File: config.mk
export PLATFORM = sky130hd
export DESIGN_NAME = top_k_score_list
export DESIGN_NICKNAME = d
export VERILOG_FILES = /design/src/rtl/tksl_pkg.sv /design/src/rtl/tksl_cell.sv /design/src/rtl/top_k_score_list.sv
export SDC_FILE = /design/constraint.sdc
export NUM_CORES = 2
export LEC_CHECK = 0
export ABC_AREA = 1
export BUFFER_PORTS_ARGS = -buffer_cell sky130_fd_sc_hd__buf_2
export CAP_MARGIN = 20
export CORE_AREA = 4 4 366 548
export DETAILED_ROUTE_END_ITERATION = 10
export DIE_AREA = 0 0 370 552
export HOLD_SLACK_MARGIN = 0.1
export PLACE_DENSITY = 0.46
export REMOVE_ABC_BUFFERS = 1
export SYNTH_ARGS = -nofsm -noshare
export SYNTH_HDL_FRONTEND = slang
export SYNTH_HIERARCHICAL = 1
export SYNTH_SLANG_ARGS = --single-unit
File: constraint.sdc
create_clock -name clk -period 4.6 [get_ports clk]
set_input_delay 0.92 -clock clk [delete_from_list [all_inputs] [get_ports clk]]
set_output_delay 0.92 -clock clk [all_outputs]
set_load 0.05 [all_outputs]
File: src/rtl/tksl_pkg.sv
`default_nettype none
// ---------------------------------------------------------------------------
// tksl_pkg
// Shared types and constants for the top-k score list.
// ---------------------------------------------------------------------------
package tksl_pkg;

    localparam int DEPTH  = 16;
    localparam int IDX_W  = (DEPTH > 1) ? $clog2(DEPTH) : 1;
    localparam int FILL_W = $clog2(DEPTH + 1);
    localparam int POS_W  = 5;
    localparam int SCORE_W = 32;
    localparam int TAG_W   = 32;

    localparam logic REQ_INSERT = 1'b0;
    localparam logic REQ_DUMP   = 1'b1;
    localparam logic KIND_ACK   = 1'b0;
    localparam logic KIND_ENTRY = 1'b1;

    typedef struct packed {
        logic               req_type;
        logic [SCORE_W-1:0] score;
        logic [TAG_W-1:0]   tag;
    } req_t;

    typedef struct packed {
        logic               kind;
        logic               accepted;
        logic [POS_W-1:0]   position;
        logic [SCORE_W-1:0] entry_score;
        logic [TAG_W-1:0]   entry_tag;
        logic               entry_valid;
        logic               last;
    } rsp_t;

    // contents of one rank
    typedef struct packed {
        logic               valid;
        logic [SCORE_W-1:0] score;
        logic [TAG_W-1:0]   tag;
    } rank_t;

    // per-cycle command broadcast to all cells
    typedef struct packed {
        logic insert;
        logic rotate;
    } cell_ctl_t;

endpackage : tksl_pkg
`default_nettype wire

File: src/rtl/tksl_cell.sv
`default_nettype none
// ---------------------------------------------------------------------------
// tksl_cell
// One rank of the list: compares the candidate, shifts down on insert,
// rotates toward rank 0 on dump.
// ---------------------------------------------------------------------------
module tksl_cell (
    input  wire                         clk,
    input  wire                         rst_n,
    input  wire tksl_pkg::cell_ctl_t    ctl,
    input  wire [tksl_pkg::SCORE_W-1:0] cand_score,
    input  wire [tksl_pkg::TAG_W-1:0]   cand_tag,
    input  wire                         prev_take,
    input  wire tksl_pkg::rank_t        prev_rank,
    input  wire tksl_pkg::rank_t        next_rank,
    output logic                        take,
    output tksl_pkg::rank_t             rank
);
    import tksl_pkg::*;

    logic               valid_reg;
    logic               valid_next;
    logic [SCORE_W-1:0] score_reg;
    logic [SCORE_W-1:0] score_next;
    logic [TAG_W-1:0]   tag_reg;
    logic [TAG_W-1:0]   tag_next;

    // ranks are sorted and valid ranks form a prefix, so take is monotone
    // along the chain
    assign take = !valid_reg || (cand_score > score_reg);

    always_comb
    begin
        valid_next = valid_reg;
        score_next = score_reg;
        tag_next   = tag_reg;
        if (ctl.insert) begin
            if (prev_take) begin
                valid_next = prev_rank.valid;
                score_next = prev_rank.score;
                tag_next   = prev_rank.tag;
            end else if (take) begin
                valid_next = 1'b1;
                score_next = cand_score;
                tag_next   = cand_tag;
            end
        end else if (ctl.rotate) begin
            valid_next = next_rank.valid;
            score_next = next_rank.score;
            tag_next   = next_rank.tag;
        end
    end

    always_ff @(posedge clk or negedge rst_n)
    begin
        if (!rst_n) begin
            valid_reg <= 1'b0;
        end else begin
            valid_reg <= valid_next;
        end
    end

    always_ff @(posedge clk)
    begin
        score_reg <= score_next;
        tag_reg   <= tag_next;
    end

    assign rank = '{valid: valid_reg, score: score_reg, tag: tag_reg};

endmodule : tksl_cell
`default_nettype wire

File: src/rtl/top_k_score_list.sv
`default_nettype none
// ---------------------------------------------------------------------------
// top_k_score_list
// Keeps the best DEPTH (score, tag) pairs in descending score order.
// ---------------------------------------------------------------------------
// In an insert, every rank compares the candidate at once and the chain
// shifts in the same edge; the acknowledge is registered and shows on rsp
// in the cycle after the transfer, and busy stays low, so inserts may
// follow every cycle. A dump rotates the whole chain of DEPTH cells once
// toward rank 0 while busy is high; in the dump state, entries leave
// from rank 0, one a cycle for each filled rank, registered into rsp. A
// dump of an empty list gives a single invalid entry and keeps busy low.
// Results are strobed by rsp_valid for one cycle and cannot be held off.
// ---------------------------------------------------------------------------
module top_k_score_list (
    input  wire                 clk,
    input  wire                 rst_n,
    input  wire                 start,
    output logic                busy,
    input  wire tksl_pkg::req_t req,
    output logic                rsp_valid,
    output tksl_pkg::rsp_t      rsp
);
    import tksl_pkg::*;

    typedef enum logic {
        ST_IDLE,
        ST_DUMP
    } state_t;

    state_t            state_reg;
    state_t            state_next;
    logic [IDX_W-1:0]  cnt_reg;
    logic [IDX_W-1:0]  cnt_next;
    logic [FILL_W-1:0] fill_reg;
    logic [FILL_W-1:0] fill_next;
    rsp_t              rsp_reg;
    rsp_t              rsp_next;
    logic              rsp_valid_reg;
    logic              rsp_valid_next;

    cell_ctl_t         ctl;
    logic              xfer;
    logic              take [DEPTH];
    rank_t             ranks [DEPTH];
    logic [IDX_W-1:0]  slot;
    logic              accepted;

    assign xfer = start && !busy;
    assign busy = (state_reg == ST_DUMP);
    assign ctl.insert = xfer && (req.req_type == REQ_INSERT);
    assign ctl.rotate = (state_reg == ST_DUMP);

    for (genvar i = 0; i < DEPTH; i++) begin : g_cell
        if (i == 0) begin : g_head
            tksl_cell u_cell (
                .clk        (clk),
                .rst_n      (rst_n),
                .ctl        (ctl),
                .cand_score (req.score),
                .cand_tag   (req.tag),
                .prev_take  (1'b0),
                .prev_rank  ('0),
                .next_rank  (ranks[(i + 1) % DEPTH]),
                .take       (take[i]),
                .rank       (ranks[i])
            );
        end else begin : g_body
            tksl_cell u_cell (
                .clk        (clk),
                .rst_n      (rst_n),
                .ctl        (ctl),
                .cand_score (req.score),
                .cand_tag   (req.tag),
                .prev_take  (take[i-1]),
                .prev_rank  (ranks[i-1]),
                .next_rank  (ranks[(i + 1) % DEPTH]),
                .take       (take[i]),
                .rank       (ranks[i])
            );
        end
    end

    // take is monotone, so at most one cell sees the rising step
    always_comb
    begin
        slot = '0;
        for (int i = 0; i < DEPTH; i++) begin
            if (take[i] && (i == 0 || !take[(i == 0) ? 0 : i - 1])) begin
                slot = slot | IDX_W'(i);
            end
        end
    end

    assign accepted = take[DEPTH-1];

    always_comb
    begin
        state_next     = state_reg;
        cnt_next       = cnt_reg;
        fill_next      = fill_reg;
        rsp_next       = rsp_reg;
        rsp_valid_next = 1'b0;
        case (state_reg)
            ST_IDLE:
            begin
                if (ctl.insert) begin
                    rsp_next = '0;
                    rsp_next.kind = KIND_ACK;
                    rsp_next.last = 1'b1;
                    rsp_next.accepted = accepted;
                    if (accepted) begin
                        rsp_next.position = POS_W'(slot);
                        if (fill_reg != FILL_W'(DEPTH)) begin
                            fill_next = fill_reg + 1'b1;
                        end
                    end else begin
                        rsp_next.position = POS_W'(DEPTH);
                    end
                    rsp_valid_next = 1'b1;
                end else if (xfer) begin
                    if (fill_reg == '0) begin
                        rsp_next = '0;
                        rsp_next.kind = KIND_ENTRY;
                        rsp_next.last = 1'b1;
                        rsp_valid_next = 1'b1;
                    end else begin
                        state_next = ST_DUMP;
                        cnt_next   = '0;
                    end
                end
            end
            ST_DUMP:
            begin
                if (FILL_W'(cnt_reg) < fill_reg) begin
                    rsp_next.kind        = KIND_ENTRY;
                    rsp_next.accepted    = 1'b0;
                    rsp_next.position    = POS_W'(cnt_reg);
                    rsp_next.entry_score = ranks[0].score;
                    rsp_next.entry_tag   = ranks[0].tag;
                    rsp_next.entry_valid = 1'b1;
                    rsp_next.last        = ((FILL_W'(cnt_reg) + 1'b1) == fill_reg);
                    rsp_valid_next       = 1'b1;
                end
                if (cnt_reg == IDX_W'(DEPTH - 1)) begin
                    state_next = ST_IDLE;
                end
                cnt_next = cnt_reg + 1'b1;
            end
            default:
            begin
                state_next = ST_IDLE;
            end
        endcase
    end

    always_ff @(posedge clk or negedge rst_n)
    begin
        if (!rst_n) begin
            state_reg     <= ST_IDLE;
            cnt_reg       <= '0;
            fill_reg      <= '0;
            rsp_reg       <= '0;
            rsp_valid_reg <= 1'b0;
        end else begin
            state_reg     <= state_next;
            cnt_reg       <= cnt_next;
            fill_reg      <= fill_next;
            rsp_reg       <= rsp_next;
            rsp_valid_reg <= rsp_valid_next;
        end
    end

    assign rsp       = rsp_reg;
    assign rsp_valid = rsp_valid_reg;

`ifndef ASSERT_OFF
    logic [DEPTH-1:0] valid_vec;

    always_comb
    begin
        for (int i = 0; i < DEPTH; i++) begin
            valid_vec[i] = ranks[i].valid;
        end
    end

    a_fill_range: assert property (@(posedge clk) disable iff (!rst_n)
        fill_reg <= FILL_W'(DEPTH))
        else $error("fill count beyond depth");

    a_fill_match: assert property (@(posedge clk) disable iff (!rst_n)
        (state_reg == ST_IDLE) |-> ($countones(valid_vec) == int'(fill_reg)))
        else $error("fill count disagrees with valid ranks");

    a_insert_no_busy: assert property (@(posedge clk) disable iff (!rst_n)
        ctl.insert |=> (!busy && rsp_valid && rsp.kind == KIND_ACK && rsp.last))
        else $error("insert did not acknowledge in one cycle");

    a_dump_last_once: assert property (@(posedge clk) disable iff (!rst_n)
        (rsp_valid && rsp.kind == KIND_ENTRY && rsp.last) |=>
            !(rsp_valid && rsp.kind == KIND_ENTRY && busy))
        else $error("dump entries continued after last");
`endif

endmodule : top_k_score_list
`default_nettype wire

## Yosys cells after proc, flatten, opt, wreduce, memory -nomap -nowiden

Cells that the tools add are included.

| storage, ports and cells | value |
|---|---|
| register bits after elaboration | 1124 |
| bits of input ports | 68 |

| cells by class | value |
|---|---|
| multiplexer cells | 224 |
| bitwise logic cells | 2 |
| add/subtract/negate cells | 3 |
| equality and inequality tests | 25 |
| order comparisons | 17 |
| reduce and logical (&&, ||, !) cells | 86 |

Operator list:

| cell | number |
|---|---|
| 32-bit 2-to-1 mux | 126 |
| 32-bit greater-than comparator | 16 |
| 73-bit 2-to-1 mux | 4 |
| 73-bit one-hot mux with 2 select lines | 1 |
| 1-bit 2-to-1 mux | 72 |
| 3-bit by 1-bit inequality test with 1-bit output, second input constant | 15 |
| 4-bit 2-to-1 mux | 11 |
| 1-bit zero test | 32 |
| 2-bit AND reduction | 16 |
| 1-bit logical AND | 17 |
| 1-bit logical OR | 16 |
| 3-bit 2-to-1 mux | 4 |
| 4-bit one-hot mux with 2 select lines | 1 |
| 2-bit inequality test, second input constant | 3 |
| 3-bit inequality test, second input constant | 2 |
| 3-bit AND reduction | 2 |
| 4-bit by 1-bit adder with 5-bit output, second input constant | 1 |
| 5-bit by 1-bit adder with 5-bit output, second input constant | 1 |
| 5-bit == test | 1 |
| 5-bit zero test | 1 |
| 4-bit by 5-bit < comparator with 1-bit output | 1 |
| 5-bit 2-to-1 mux | 1 |
| 5-bit inequality test, second input constant | 1 |
| 4-bit by 1-bit adder with 4-bit output, second input constant | 1 |
| other kinds (7) | 11 |

## Logic depth before layout (Yosys ltp)

| depth | value |
|---|---|
| depth in word-level cells | 22 |
| mapped depth | 24 |
| depth with buffers taken out | 24 |

## Hierarchy

The synthesis kept the hierarchy.

By module, submodules not included:

| module | cells each | seq. area each (µm²) | area an instance (µm²) | times used |
|---|---|---|---|---|
| tksl_cell | 499 | 1946.9 | 4027.6 | 16 |
| top_k_score_list | 462 | 2102.0 | 3834.9 | 1 |

## Worst setup path before layout

Ideal clock, no wire load.

| timing | value |
|---|---|
| path type | input-to-reg |
| start point | input port req[43] (netlist name) |
| end point | register g_cell[10].g_body.u_cell.score_reg[0] (enable) |
| slack | 0.746 ns |
| setup time | 0.418 ns |
| stages on the path | 16 |
| arrival time | 3.436 ns |
| cell sequence | ha_1 -> nand2_1 -> inv_2 -> nand3_1 -> nor3_2 -> nand2_1 -> nand2_1 -> nand2_1 -> nand2_1 -> nand2_1 -> nand2_1 -> nor2_2 -> clkbuf_8 -> nand3_2 -> nand2_2 -> inv_1 |

RTL lines:

| what | line | source |
|---|---|---|
| from (decl) | top_k_score_list.sv:20 | `input wire tksl_pkg::req_t req,` |
| to (signal assigned) | tksl_cell.sv:65 | `score_reg <= score_next;` |
| to (decl) | tksl_cell.sv:23 | `logic [SCORE_W-1:0] score_reg;` |

==> summary.md <==
The run finished with clean final reports. The logs give 4 for the number of H-tree levels and 410.5 mm for the first-pass GRT wire length. The most used flip-flop cell after synthesis is edfxtp_1. In this run the vertical extent of the chip is 552 um. The leakage power of the design was 35.51 nW.

The cell occurring most often along the worst timing path is nand2_1. The overall routing resource usage was 0.2714; the critical path arrival was 4.15 ns. The simple-gate portion of the synthesized area is 0.3268, and the shortest period the worst path allows is 3.715 ns.

The commonest cells after synthesis are nand2_1 (3930), nand3_1 (1156), edfxtp_1 (1024). The total area inside the core boundary comes to 195700 um^2. Setup violations remaining at the end of the flow were counted as 0.

Across the VDD grid, the largest voltage drop is 0.7785 mV. The starting density of the core is 0.3489. The synthesized design contains 1024 enable-type register cells.

The logs give 0 for the number of slew-limit violations in the final report and 0 for the hold violation total from the final report. The clock edge transition at the registers on the reported setup and hold paths is 0.07 ns, and the final setup TNS is 0 ns. Class of the most critical hold timing path: input pin to async pin. For the count of instances resized after the clock tree is built, the log shows 0.

The logs give 1124 for the number of clock sinks and 8446 for the synthesized netlist cell count. The cell family with the largest share of critical-path delay was simple AND/OR/NAND/NOR gates. The cell type of the slowest stage on the worst timing path is nor2_1. The post-synthesis area per instance is 8.084 um^2.

Clock root buffer: clkbuf_16. Count of buffer and inverter cells on the critical path: 4. The logs give 0.07066 ns for the setup skew after layout and 57.41 mW for the overall power of the completed layout. The final worst-path cycle share works out to 0.8077. Power per cell area: 742.3 nW/um^2.

STA classifies the critical path startpoint as an input pin. The final route contains 60610 vias. The detailed router finished its first iteration with 5374 violations.

The count of pins on the block boundary came out at 143. After legalization and detailed placement, the total HPWL measured 184.5 mm. The cell with the most instances after synthesis is nand2_1. Entering global routing, the biggest net connects 79 pins. The number of global-route vias before repair came out at 60720. The share of the synthesized area in the top cell type was 0.4504. Input and output buffers added on the ports amount to 142.

After floorplanning, the core was divided into 199 placement rows. For this run, the number of Yosys warnings is 6. Along the worst path, the maximum fanout reaches 34.

The sequential element share of the synthesized area is 0.4870. Timing would allow up to 269.1 MHz. The tools report the deepest clock path buffer count as 4. The transition time at the pin with the least slew margin was 1.164 ns; the horizontal die dimension was 370 um. The final layout contains 9236 nets. Xor-xnor portion of the synthesized cell area: 0.0005131. Number of antenna violations at the first check in global routing: 5. Routability-driven placement finished with a final weighted congestion of 0.8867. Data on the critical path is required at its endpoint by 5.03 ns. The clock latency on the worst-skew pair came out at 0.83 ns. Once detail routing completed, the nets flagged for antenna violations numbered 0.

The share of synthesized area spent on multiplexers is 0, and the post-CTS setup-driven buffer insertion count is 0. For the placement-stage cell area, the log shows 73210 um^2. The share of cells above drive strength 1 came out at 0.08728.

The final standard cell area without fillers was 77350 um^2. After synthesis, the cell types taking the most area are edfxtp_1 (45%), nand2_1 (22%), ha_1 (9.5%). The worst setup path is of the input pin to register kind. The post-layout utilization of the core came out at 0.3952.

Setup repair after global routing left no endpoint under its margin. The critical path goes through buf_2 > buf_4 > ha_1 > nand2_1 > nor2_1 > nand4_1 > nor2_1 > nand2_1 > nand2_2 > nand2_1 > nor2_4 > nand3_2 > nand2_2 > clkinv_2 > buf_4. The tools report the distinct cell type count after synthesis as 34. For this run, design rule violations remaining after detail routing come to 0.

The routed wirelength normalized by instance count works out to 25.16 um. The count of maximum capacitance violations was 0. Relative max-transition margin: 0.2243.

TritonCTS built the clock tree. After detailed routing, the number of vias per cell comes to 5.337. The synthesized design spends more area on one cell type than any other, namely edfxtp_1. For the TritonCTS buffer count, the log shows 139. For this run, the slowest stage of the critical path takes 0.54 ns.

The area of the mapped netlist came out at 68280 um^2. The post-synthesis compound-gate area fraction came out at 0.02538. The tools report the count of hold-fix buffers inserted at cts as 0.

The pre-antenna-repair detailed-routing pass consisted of 6 iterations. The die area was 204200 um^2; the adder and majority cell fraction of the synthesized area was 0.09511. The layout has 20150 filler cells. Summed over all layers, the routed wires come to 285.7 mm.

The total overflow left after global routing is 0. The layout-stage area growth over the synthesis result works out to 13.29%. The dominant combinational cell family by area after synthesis is simple AND/OR/NAND/NOR gates. The proportion of synthesized flip-flops having asynchronous set or reset is 0.08897, and the synthesized flop and latch total is 1124. STA classifies the critical path endpoint as a register.
## power by group
group / total, mW / switching (mW) / internal (mW) / leakage, nW
clock network: 10.6 / 4.60 / 6.03 / 2.01
registers: 24.1 / 4.73 / 19.3 / 12.0
logic: 22.7 / 15.4 / 7.33 / 21.5
## cell usage in the layout, fill, tap and decap left out, drive strengths merged, types with 16 or more instances in the layout
cell    synthesis  routed
o22a           16      16
o21a           17      17
clkbuf        197     201
dfrtp         100     100
buf           162     355
edfxtp       1024    1024
nand3        1173    1173
a21o           16      16
nand4          37      37
clkinv          0      43
conb            1      67
inv           721     705
a21oi         210     210
o21ai          45      45
nand2        3963    3963
or2            16      16
nor2          220     220
ha            519     519
## metrics by stage
stage	setup WS (ns)	instances	hold slack, ns
floorplan	-1.521	8153	0.4762
CTS	1.031	11360	0.1787
detailed placement	0.1702	11120	0.4814
global placement	0.1834	11120	0.4772
finish	0.8845	11360	0.1656
global route	0.8554	11360	0.2237
## final timing paths
check | startpoint | to | slack, ns | cells after the start
max in group asynchronous | rst_n | g_cell[3].g_body.u_cell/valid_reg | 3.42 | 2
min in group clk | rsp[43] | rsp[43] | 0.49 | 2
worst max-delay path | req[36] | g_cell[4].g_body.u_cell/tag_reg[6] | 0.88 | 15
worst min register to register | rsp[43] | rsp[43] | 0.49 | 2
worst min-delay path | rst_n | rsp[1] | 0.17 | 1
worst max register to register | g_cell[13].g_body.u_cell/score_reg[15] | g_cell[14].g_body.u_cell/score_reg[9] | 0.93 | 16
## per-layer routing
| metal | vias up | share of wire | track usage | wire (um) |
|---|---|---|---|---|
| li1 | 27940 | - | - | - |
| met1 | 29670 | 0.38 | 0.3181 | 109700 |
| met2 | 2318 | 0.50 | 0.4808 | 142800 |
| met3 | 681 | 0.058 | 0.03592 | 16440 |
| met4 | 2 | 0.059 | 0.1419 | 16780 |
| met5 | - | 0.000046 | 0 | 13 |
## worst register-to-register path, stage by stage, from the launching register on
cell      delay (ns)
edfxtp_1        0.46
inv_1           0.09
ha_1            0.24
a21oi_1         0.18
o21ai_0         0.18
a21oi_1         0.56
nand2_1         0.37
nand2_1         0.13
nand2_1         0.07
nand2_2         0.08
nand2_1         0.14
nor2_4          0.20
nand3_2         0.11
nand2_2         0.09
clkinv_2        0.09
buf_12          0.20
buf_12          0.21
## layout make-up
class	instances	area, um^2	share of cell area
Sequential cell	1124	33250	0.4299
Multi-Input combinational cell	6308	30920	0.3997
Clock buffer	201	3854	0.04982
Tap cell	2613	3269	0.04227
Timing Repair Buffer	355	3042	0.03932
Inverter	721	2729	0.03528
Clock inverter	33	285.3	0.003688
Antenna cell	1	2.502	0.00003235
## logic make-up after synthesis
logic type / after synthesis
flops: 1124
simple gates: 5412
buf+inv: 1080
compound gates: 306
fa+ha+maj: 519
other cells: 1
xor+xnor: 4
Power figures use the tool's default switching activity.
